### config.mk
export PLATFORM = sky130hd
export DESIGN_NAME = chm_ctrl
export DESIGN_NICKNAME = d
export VERILOG_FILES = /design/src/rtl/assert_macros.svh /design/src/rtl/chm_pkg.sv /design/src/rtl/chm_ctrl.sv
export SDC_FILE = /design/constraint.sdc
export NUM_CORES = 1
export LEC_CHECK = 0
export CORE_UTILIZATION = 35
export DETAILED_ROUTE_END_ITERATION = 10
export DONT_BUFFER_PORTS = 1
export HOLD_SLACK_MARGIN = 0.06
export SYNTH_ARGS = -nofsm -noshare
export SYNTH_HDL_FRONTEND = slang
export SYNTH_SLANG_ARGS = --single-unit
export TNS_END_PERCENT = 30
### constraint.sdc
create_clock -name clk -period 1.35 [get_ports clk]
set_clock_uncertainty 0.2 [all_clocks]
set_input_delay 0.135 -clock clk [delete_from_list [all_inputs] [get_ports clk]]
set_output_delay 0.135 -clock clk [all_outputs]
set_load 0.02 [all_outputs]
### src/rtl/assert_macros.svh
// Assertion macros used by the block's top level.
// No dependencies.
`ifndef ASSERT_MACROS_SVH
`define ASSERT_MACROS_SVH

// Implication checked on every rising clock edge outside reset.
`define CHM_ASSERT_IMP(label, clk, rst_n, ante, cons, msg) \
    label: assert property (@(posedge clk) disable iff (!rst_n) (ante) |-> (cons)) \
        else $error(msg);

// Next-cycle implication.
`define CHM_ASSERT_NEXT(label, clk, rst_n, ante, cons, msg) \
    label: assert property (@(posedge clk) disable iff (!rst_n) (ante) |=> (cons)) \
        else $error(msg);

`endif

### src/rtl/chm_pkg.sv
// Package for the chained hash map engine: codes, widths and command types.
// No dependencies.
package chm_pkg;
    localparam int BUCKETS_DEF = 1024;
    localparam int POOL_NODES_DEF = 256;
    localparam int KEY_W = 32;
    localparam int VAL_W = 32;
    localparam int CNT_W = 11;

    localparam logic [1:0] ACT_INSERT = 2'd0;
    localparam logic [1:0] ACT_SEARCH = 2'd1;
    localparam logic [1:0] ACT_REMOVE = 2'd2;
    localparam logic [1:0] ACT_UNUSED = 2'd3;

    localparam logic [1:0] ST_DONE = 2'd0;
    localparam logic [1:0] ST_MISS = 2'd1;
    localparam logic [1:0] ST_FULL = 2'd2;

    // controller to datapath
    typedef struct packed {
        logic capture;     // latch the input item
        logic clr_step;    // clear-sweep write of one bucket and free slot
        logic rd_head;     // read bucket entry
        logic rd_node;     // read current pool node
        logic ins_head;    // write new head
        logic ins_node;    // pop free node, link behind head
        logic rm_head_empty;
        logic rm_head_copy; // copy node into head, free node
        logic rm_node;     // unlink current node
        logic advance;     // move to next node in chain
        logic finish;      // load result register
        logic [1:0] fin_status;
        logic fin_hit_val;
    } chm_cmd_t;

    // datapath to controller
    typedef struct packed {
        logic clr_done;
        logic key_zero;
        logic [1:0] action;
        logic head_empty;
        logic head_hit;
        logic head_linked;
        logic node_hit;
        logic node_linked;
        logic pool_empty;
    } chm_sts_t;
endpackage

### src/rtl/chm_ctrl.sv
// Controller: sequences clear sweep, head lookup, chain walk and updates.
// Depends on chm_pkg.
module chm_ctrl (
    input  logic              clk,
    input  logic              rst_n,
    input  logic              in_valid,
    output logic              in_ready,
    output logic              out_valid,
    input  logic              out_ready,
    output chm_pkg::chm_cmd_t cmd,
    input  chm_pkg::chm_sts_t sts
);
    localparam logic [2:0] S_CLR  = 3'd0;
    localparam logic [2:0] S_IDLE = 3'd1;
    localparam logic [2:0] S_HEAD = 3'd2;
    localparam logic [2:0] S_DEC  = 3'd3;
    localparam logic [2:0] S_NODE = 3'd4;
    localparam logic [2:0] S_NDEC = 3'd5;
    localparam logic [2:0] S_HCPY = 3'd6;

    logic [2:0] state_reg, state_next;
    logic       ov_reg, ov_next;

    assign in_ready = (state_reg == S_IDLE) && !ov_reg;
    assign out_valid = ov_reg;

    always_comb
    begin
        cmd = '0;
        state_next = state_reg;
        ov_next = ov_reg && !out_ready;
        unique case (state_reg)
            S_CLR:
            begin
                if (sts.clr_done)
                    state_next = S_IDLE;
                else
                    cmd.clr_step = 1'b1;
            end
            S_IDLE:
            begin
                if (in_valid && in_ready)
                begin
                    cmd.capture = 1'b1;
                    state_next = S_HEAD;
                end
            end
            S_HEAD:
            begin
                if (sts.key_zero || sts.action == chm_pkg::ACT_UNUSED)
                begin
                    cmd.finish = 1'b1;
                    cmd.fin_status = chm_pkg::ST_MISS;
                    ov_next = 1'b1;
                    state_next = S_IDLE;
                end
                else
                begin
                    cmd.rd_head = 1'b1;
                    state_next = S_DEC;
                end
            end
            S_DEC:
            begin
                cmd.finish = 1'b1;
                cmd.fin_status = chm_pkg::ST_DONE;
                ov_next = 1'b1;
                state_next = S_IDLE;
                if (sts.action == chm_pkg::ACT_INSERT)
                begin
                    if (sts.head_empty)
                        cmd.ins_head = 1'b1;
                    else if (sts.pool_empty)
                        cmd.fin_status = chm_pkg::ST_FULL;
                    else
                        cmd.ins_node = 1'b1;
                end
                else if (sts.head_hit)
                begin
                    if (sts.action == chm_pkg::ACT_SEARCH)
                        cmd.fin_hit_val = 1'b1;
                    else if (!sts.head_linked)
                        cmd.rm_head_empty = 1'b1;
                    else
                    begin
                        // fetch the follower before copying it into the head
                        cmd.finish = 1'b0;
                        ov_next = ov_reg;
                        cmd.advance = 1'b1;
                        state_next = S_HCPY;
                    end
                end
                else if (sts.head_linked)
                begin
                    cmd.finish = 1'b0;
                    ov_next = ov_reg;
                    cmd.advance = 1'b1;
                    state_next = S_NODE;
                end
                else
                    cmd.fin_status = chm_pkg::ST_MISS;
            end
            S_HCPY:
            begin
                cmd.rd_node = 1'b1;
                state_next = S_NDEC;
            end
            S_NODE:
            begin
                cmd.rd_node = 1'b1;
                state_next = S_NDEC;
            end
            S_NDEC:
            begin
                cmd.finish = 1'b1;
                ov_next = 1'b1;
                state_next = S_IDLE;
                cmd.fin_status = chm_pkg::ST_DONE;
                if (sts.head_hit && sts.action == chm_pkg::ACT_REMOVE)
                    cmd.rm_head_copy = 1'b1;
                else if (sts.node_hit)
                begin
                    if (sts.action == chm_pkg::ACT_SEARCH)
                        cmd.fin_hit_val = 1'b1;
                    else
                        cmd.rm_node = 1'b1;
                end
                else if (sts.node_linked)
                begin
                    cmd.finish = 1'b0;
                    ov_next = ov_reg;
                    cmd.advance = 1'b1;
                    state_next = S_NODE;
                end
                else
                    cmd.fin_status = chm_pkg::ST_MISS;
            end
            default:
                state_next = S_IDLE;
        endcase
    end

    always_ff @(posedge clk or negedge rst_n)
    begin
        if (!rst_n)
        begin
            state_reg <= S_CLR;
            ov_reg <= 1'b0;
        end
        else
        begin
            state_reg <= state_next;
            ov_reg <= ov_next;
        end
    end
endmodule

==> results.md, run 1 <==
- Diodes inserted: 0
- Largest net degree at the start of global routing: 11
- Gate Count Post-Synth: 70
- Number of CTS-inserted buffers: 3
- Max_slew headroom: 81.9%
- Placed instance area: roughly 730 µm²
- Max reg flops: 3
- Kind of start point of the critical path: flip-flop
- Area of the die: about 1600 µm²
- Post-synth EDFFs: 0
- Count of final hold-check violations: 1
- Core region area: 1330 µm²
- Initial core utilization: between 30% and 40%
- Part of the Yosys area used for sequential elements: 19.4%
- Wire length of the first global-routing pass: roughly 2400 µm
- Hold-fix buffer count after cts: 7
- Primary flip-flop cell chosen by synthesis mapping: dfrtp_1
- Routed length per placed instance: between 10 and 15 µm
- Last weighted congestion value of the routability-driven placer: around 0.8
- Sequential cell area in the final layout: roughly 100 µm²
- FP Rows: 13
- Clock sink total: 4
- Count of yosys warnings during synthesis: 0
- Total of flip-flops plus latches after synthesis: 4
- Clock Root Buffer: clkbuf_4
- Final design instance area without fill: between 900 and 1000 µm²
- Fin Hold WS: -7.27 ps
- TritonCTS clock tree: done
- Clock edge transition at the registers on the reported setup and hold paths: 40 ps
- Synth Area in Simple Gates: between 40% and 50%
- Port Buffer Count: 0
- Clock latency on the worst-skew pair: between 200 and 250 ps
- Vias: ~670
- Setup repair after global routing missed its margin: true
- Worst path arrival time: around 1500 ps
- Post-synthesis compound-gate area fraction: 27.9%
- Transition time at the pin with the least slew margin: between 200 and 300 ps
- Launch point of the worst reg-to-reg path: state_reg[2]
- Largest family of logic cells by synthesized area: simple AND/OR/NAND/NOR gates
- First element of the critical path: state_reg[2]
- Number of violations reported at the end of detailed-routing iteration 0: 12
- Async S/R FF share, synth: between 90% and 100%
- Fill cell instance count of the final layout: around 110
- Number of global-route vias before repair: between 500 and 600
- Areal power density over the cells: between 1500 and 2000 nW/µm²
- Global routing usage summed across all routing layers: approximately 22%
- Routed Antenna Nets: 0
- Chip Height: between 40 and 50 µm
- Worst min-delay path category: input port to flip-flop
- Critical Path, Cell by Cell: nand2b_4 > or4_4 > nor2_4
- Required time of the worst setup path: between 1000 and 1500 ps
- Chip Width: about 40 µm
- Fmax: between 500 and 600 MHz
- Post-synthesis cell type count: 36
- Ratio of cells with drive above 1 in the final layout: about 53%
- Area delta synth->final: 86.7%
- Half-perimeter wire length after placement: 1170 µm
- Part of the cycle the worst path needs: 133%
- Layout Cells excl Fill: 120
- GR Overflow Total: 0
- Final setup viols: 18
- # placed instances: 105
- Type of the worst setup path: flip-flop to primary output
- Launch instance of the worst min-delay path: in_valid
- Adder-cell share of the synthesized area: 0%
- DR DRC count: 0
- H-tree levels: 1
- Post-synth design cell area: 515 µm²
- Net count after synthesis: 84
- Peak supply drop: 1180 µV
- IO Count: 30
- Post-Synthesis Mean Instance Area: around 7.4 µm²
- Outcome: complete, but fails checks
- Average via count per standard cell: ~5.5
- Leak pwr: between 0.4 and 0.5 nW
- Proportion of synthesized area in mux cells: 0%
- TritonRoute pass-1 iters: 2
- Total count of max-transition violations in the final report: 0
- Net count of the finished layout: ~120
- Slowest library cell on the worst path: or4_4
- Crit-path max cell delay: approximately 520 ps
- Endpoint type of the worst setup path: primary output
- Critical Path Fanout Max: 4
- Clk buf depth: 2
- Max-capacitance violation count: 0
- Post-detailed-routing wire length: 1650 µm
- Worst setup slack after layout: -449 ps
- Antenna violations before repair: 0
- XOR/XNOR share of the synthesized area: 0%
- Crit path time final: 1800 ps
- Worst setup timing slack at the placement stage: -198 ps
- Multi-input gate area: 480 µm²
- Violations in the final reports: hold timing, setup timing
-- per-layer routing --
metal  wire, µm  vias up  global-route usage [%]
met5          0        -                       0
met4          0        0                    2.50
met3        105        0                    5.00
met2        839       22                    40.1
met1        703      311                    27.6
li1           -      332                       -
-- stage by stage --
step | utilization [%] | setup TNS (ps) | total power (W)
6_report | 72.1 | -4660 | 0.00184
2_1_floorplan | - | -1530 | 0.000987
5_1_grt | 72.1 | -5540 | 0.00196
3_3_place_gp | 55.0 | -1550 | 0.00137
3_5_place_dp | 55.0 | -1830 | 0.00138
4_1_cts | 63.9 | -4860 | 0.00164
-- cell type report --
cell class	instances	share of cell area, %
multi-input cells	58	49.9
repair buffers	36	33.6
well taps	15	1.95
clock buffers	3	2.34
inverters	4	1.56
flip-flops and latches	4	10.7
-- worst paths after layout --
| kind | endpoint | slack, ps | cells after the start |
|---|---|---|---|
| hold / removal | state_reg[0] | -7 | 2 |
| setup / recovery | cmd[2] | -450 | 3 |
| setup reg to reg | out_valid | -130 | 5 |
| hold reg to reg | out_valid | 560 | 2 |
| max in group asynchronous | state_reg[0] | 240 | 2 |
| min in group asynchronous | out_valid | 520 | 2 |
-- report_power, final --
| part | internal, W | switching, W | total, W |
|---|---|---|---|
| combinational | 0.000745 | 0.000676 | 0.00142 |
| clock | 0.0000996 | 0.0000510 | 0.000151 |
| sequential | 0.000183 | 0.0000850 | 0.000268 |
-- cell usage after synthesis, types with 3 or more instances --
library cell / number / area, µm²
nor3_1: 4 / 20.0
nor2b_1: 3 / 18.8
inv_1: 4 / 15.0
nand3b_1: 4 / 30.0
dfrtp_1: 4 / 100
nor2_1: 10 / 37.5
nand2_1: 5 / 18.8
-- logic make-up after synthesis --
group,Yosys count
compound gates,19
buf+inv,8
flops,4
simple gates,39
-- cells in the final DEF (no fill, tap or decap), drive strengths merged, types with 2 or more instances in the layout --
cell type     n
nor3          4
nand2         5
nand3b        4
o21ai         4
o2111ai       2
dlygate4sd3   7
nor2b         3
dfrtp         4
buf          29
clkbuf        3
o2bb2ai       2
nand2b        4
o211ai        2
inv           4
nor2         10
-- critical path, delay by kind of cell (launching register included) --
kind | cells | cell delay [ps]
and+or+nand+nor | 3 | 840
DFF | 1 | 390
-- repair_timing --
action | 4_1_cts | 5_1_grt
gates resized for setup | 8 | 17
setup buffers | 0 | 6
setup endpoints to repair | 19 | 19
pin swaps | 1 | 8
endpoints found under the hold margin | 8 | 1
Power figures use the tool's default switching activity.
==> run 2, diff against run 1 <==
--- a/config.mk
+++ b/config.mk
@@ -9,6 +9,7 @@
 export DETAILED_ROUTE_END_ITERATION = 10
 export DONT_BUFFER_PORTS = 1
 export HOLD_SLACK_MARGIN = 0.06
+export SKIP_CTS_REPAIR_TIMING = 1
 export SYNTH_ARGS = -nofsm -noshare
 export SYNTH_HDL_FRONTEND = slang
 export SYNTH_SLANG_ARGS = --single-unit
==> results.md, run 2 (same netlist as run 1, synthesis figures left out) <==
- Type of the worst setup path: flip-flop to primary output
- Fraction of power consumed by the clock network: 8.8%
- Area of the die: around 1600 µm²
- Endpoint type of the worst setup path: primary output
- Number of global-route vias before repair: 536
- IO Count: 30
- Outcome: complete, but fails checks
- Clock edge transition at the registers on the reported setup and hold paths: roughly 40 ps
- Leak pwr: 0.356 nW
- Port Buffer Count: 0
- Critical Path Fanout Max: 4
- Routed Antenna Nets: 0
- Worst Hold Path Cells: 2
- TritonRoute pass-1 iters: 4
- Reg2Reg Capture Point: out_valid
- Vias: roughly 660
- Sequential share of power: between 10% and 20%
- Half-perimeter wire length after placement: ~1200 µm
- Final setup viols: 18
- H-tree levels: 1
- Flop-to-flop setup slack: -130 ps
- Clk buf depth: 2
- Clock latency on the worst-skew pair: ~230 ps
- Largest net degree at the start of global routing: 11
- Number of buffer and inverter stages on the critical path: 0
- Antenna violations before repair: 0
- Average via count per standard cell: approximately 5.8
- Area delta synth->final: 68.2%
- Global routing usage summed across all routing layers: between 20% and 30%
- Crit-path max cell delay: 520 ps
- Required time of the worst setup path: approximately 1000 ps
- Crit path max-delay family: simple AND/OR/NAND/NOR gates
- Leading cell types in the layout, fill and taps excluded: buf_4, nor2_1, dlygate4sd3_1
- Fmax: ~560 MHz
- Count of final hold-check violations: 2
- R2R depth: 5
- Max_slew headroom: 79.9%
- Total count of max-transition violations in the final report: 0
- Routed length per placed instance: between 10 and 15 µm
- Worst min-delay path category: input port to flip-flop
- Chip Height: just over 40 µm
- Launch point of the worst reg-to-reg path: state_reg[2]
- Part of the cycle the worst path needs: 133%
- Areal power density over the cells: 1940 nW/µm²
- Fin Hold WS: -19.7 ps
- Max reg flops: 3
- Last weighted congestion value of the routability-driven placer: slightly above 0.8
- Clock sink total: 4
- Most common cell after layout, fill and taps aside: buf_4
- Chip Width: ~40 µm
- Post-detailed-routing wire length: between 1500 and 2000 µm
- GR Overflow Total: 0
- Core region area: between 1000 and 1500 µm²
- Crit path time final: ~1800 ps
- Number of violations reported at the end of detailed-routing iteration 0: 11
- Diodes inserted: 0
- Max-capacitance violation count: 0
- Setup repair after global routing missed its margin: true
- Initial core utilization: 38.6%
- Switching power of the nets: a little under 0.0008 W
- Worst path arrival time: 1460 ps
- Launch instance of the worst min-delay path: sts[7]
- Kind of start point of the critical path: flip-flop
- TritonCTS clock tree: done
- Wire length of the first global-routing pass: 2240 µm
- Worst setup slack after layout: -440 ps
- Hold path endpoint: out_valid
- Clock Root Buffer: clkbuf_4
- DR DRC count: 0
- Internal power: between 0.0009 and 0.001 W
- Net count of the finished layout: approximately 110
- Switching portion of total power: between 40% and 50%
- Fill cell instance count of the final layout: 116
- FP Rows: 13
- Ratio of cells with drive above 1 in the final layout: 49.0%
- Transition time at the pin with the least slew margin: roughly 300 ps
- Number of CTS-inserted buffers: 3
- Critical Path, Cell by Cell: nand2b_4 > or4_4 > nor2_4
- Overall power consumption: 0.00169 W
- Peak supply drop: 1160 µV
- Portion of total power attributed to combinational logic: approximately 75%
- Final design instance area without fill: between 800 and 900 µm²
- Violations in the final reports: hold timing, setup timing
- Placed instance area: between 700 and 800 µm²
- Slowest library cell on the worst path: or4_4
- Sum of negative setup slack: -4710 ps
[run 2: metal layers]
metal | GRT usage [%] | up-vias | wire length (µm)
met4 | 2.50 | 0 | 0
met3 | 5.00 | 0 | 125
li1 | - | 316 | -
met2 | 34.9 | 33 | 832
met1 | 27.2 | 306 | 634
met5 | 0 | - | 0
[run 2: worst max path at each step]
| stage | startpoint | end | slack (ps) | depth (start not counted) |
|---|---|---|---|---|
| 5_1_grt | state_reg[0] | cmd[1] | -490 | 4 |
| 2_1_floorplan | state_reg[2] | cmd[1] | -170 | 4 |
| 3_5_place_dp | state_reg[2] | cmd[2] | -200 | 3 |
| 6_report | state_reg[2] | cmd[2] | -440 | 3 |
| 3_3_place_gp | state_reg[2] | cmd[8] | -190 | 3 |
| 4_1_cts | state_reg[0] | cmd[1] | -470 | 4 |
[run 2: power by group through the flow]
| stage | clock [W] | sequential (W) | combinational, W |
|---|---|---|---|
| 5_1_grt | 0.000161 | 0.000278 | 0.00137 |
| 6_report | 0.000148 | 0.000268 | 0.00127 |
| 2_1_floorplan | 0 | 0.000239 | 0.000748 |
| 3_5_place_dp | 0 | 0.000260 | 0.00112 |
| 3_3_place_gp | 0 | 0.000257 | 0.00111 |
| 4_1_cts | 0.000153 | 0.000260 | 0.00113 |
[run 2: through the flow]
stage | utilization, % | cells | worst slack [ps] | hold slack (ps)
2_1_floorplan | - | 70 | -174 | -361
3_3_place_gp | 55.0 | 105 | -187 | -361
3_5_place_dp | 55.0 | 105 | -198 | -361
4_1_cts | 56.7 | 108 | -466 | -611
5_1_grt | 65.0 | 113 | -486 | -9.25
6_report | 65.0 | 113 | -440 | -19.7
[run 2: cell type report]
| type | instances | area (µm²) | share of cell area [%] |
|---|---|---|---|
| Multi-Input combinational cell | 58 | 470 | 54.3 |
| Inverter | 4 | 15.0 | 1.73 |
| Tap cell | 15 | 18.8 | 2.16 |
| Sequential cell | 4 | 103 | 11.8 |
| Clock buffer | 3 | 22.5 | 2.60 |
| Timing Repair Buffer | 29 | 238 | 27.4 |
[run 2: worst register-to-register path, delay by kind of cell, from the launching register on]
family / cells / cell delay [ps]
flops: 1 / 390
buf+inv: 2 / 280
compound gates: 2 / 260
simple gates: 1 / 230
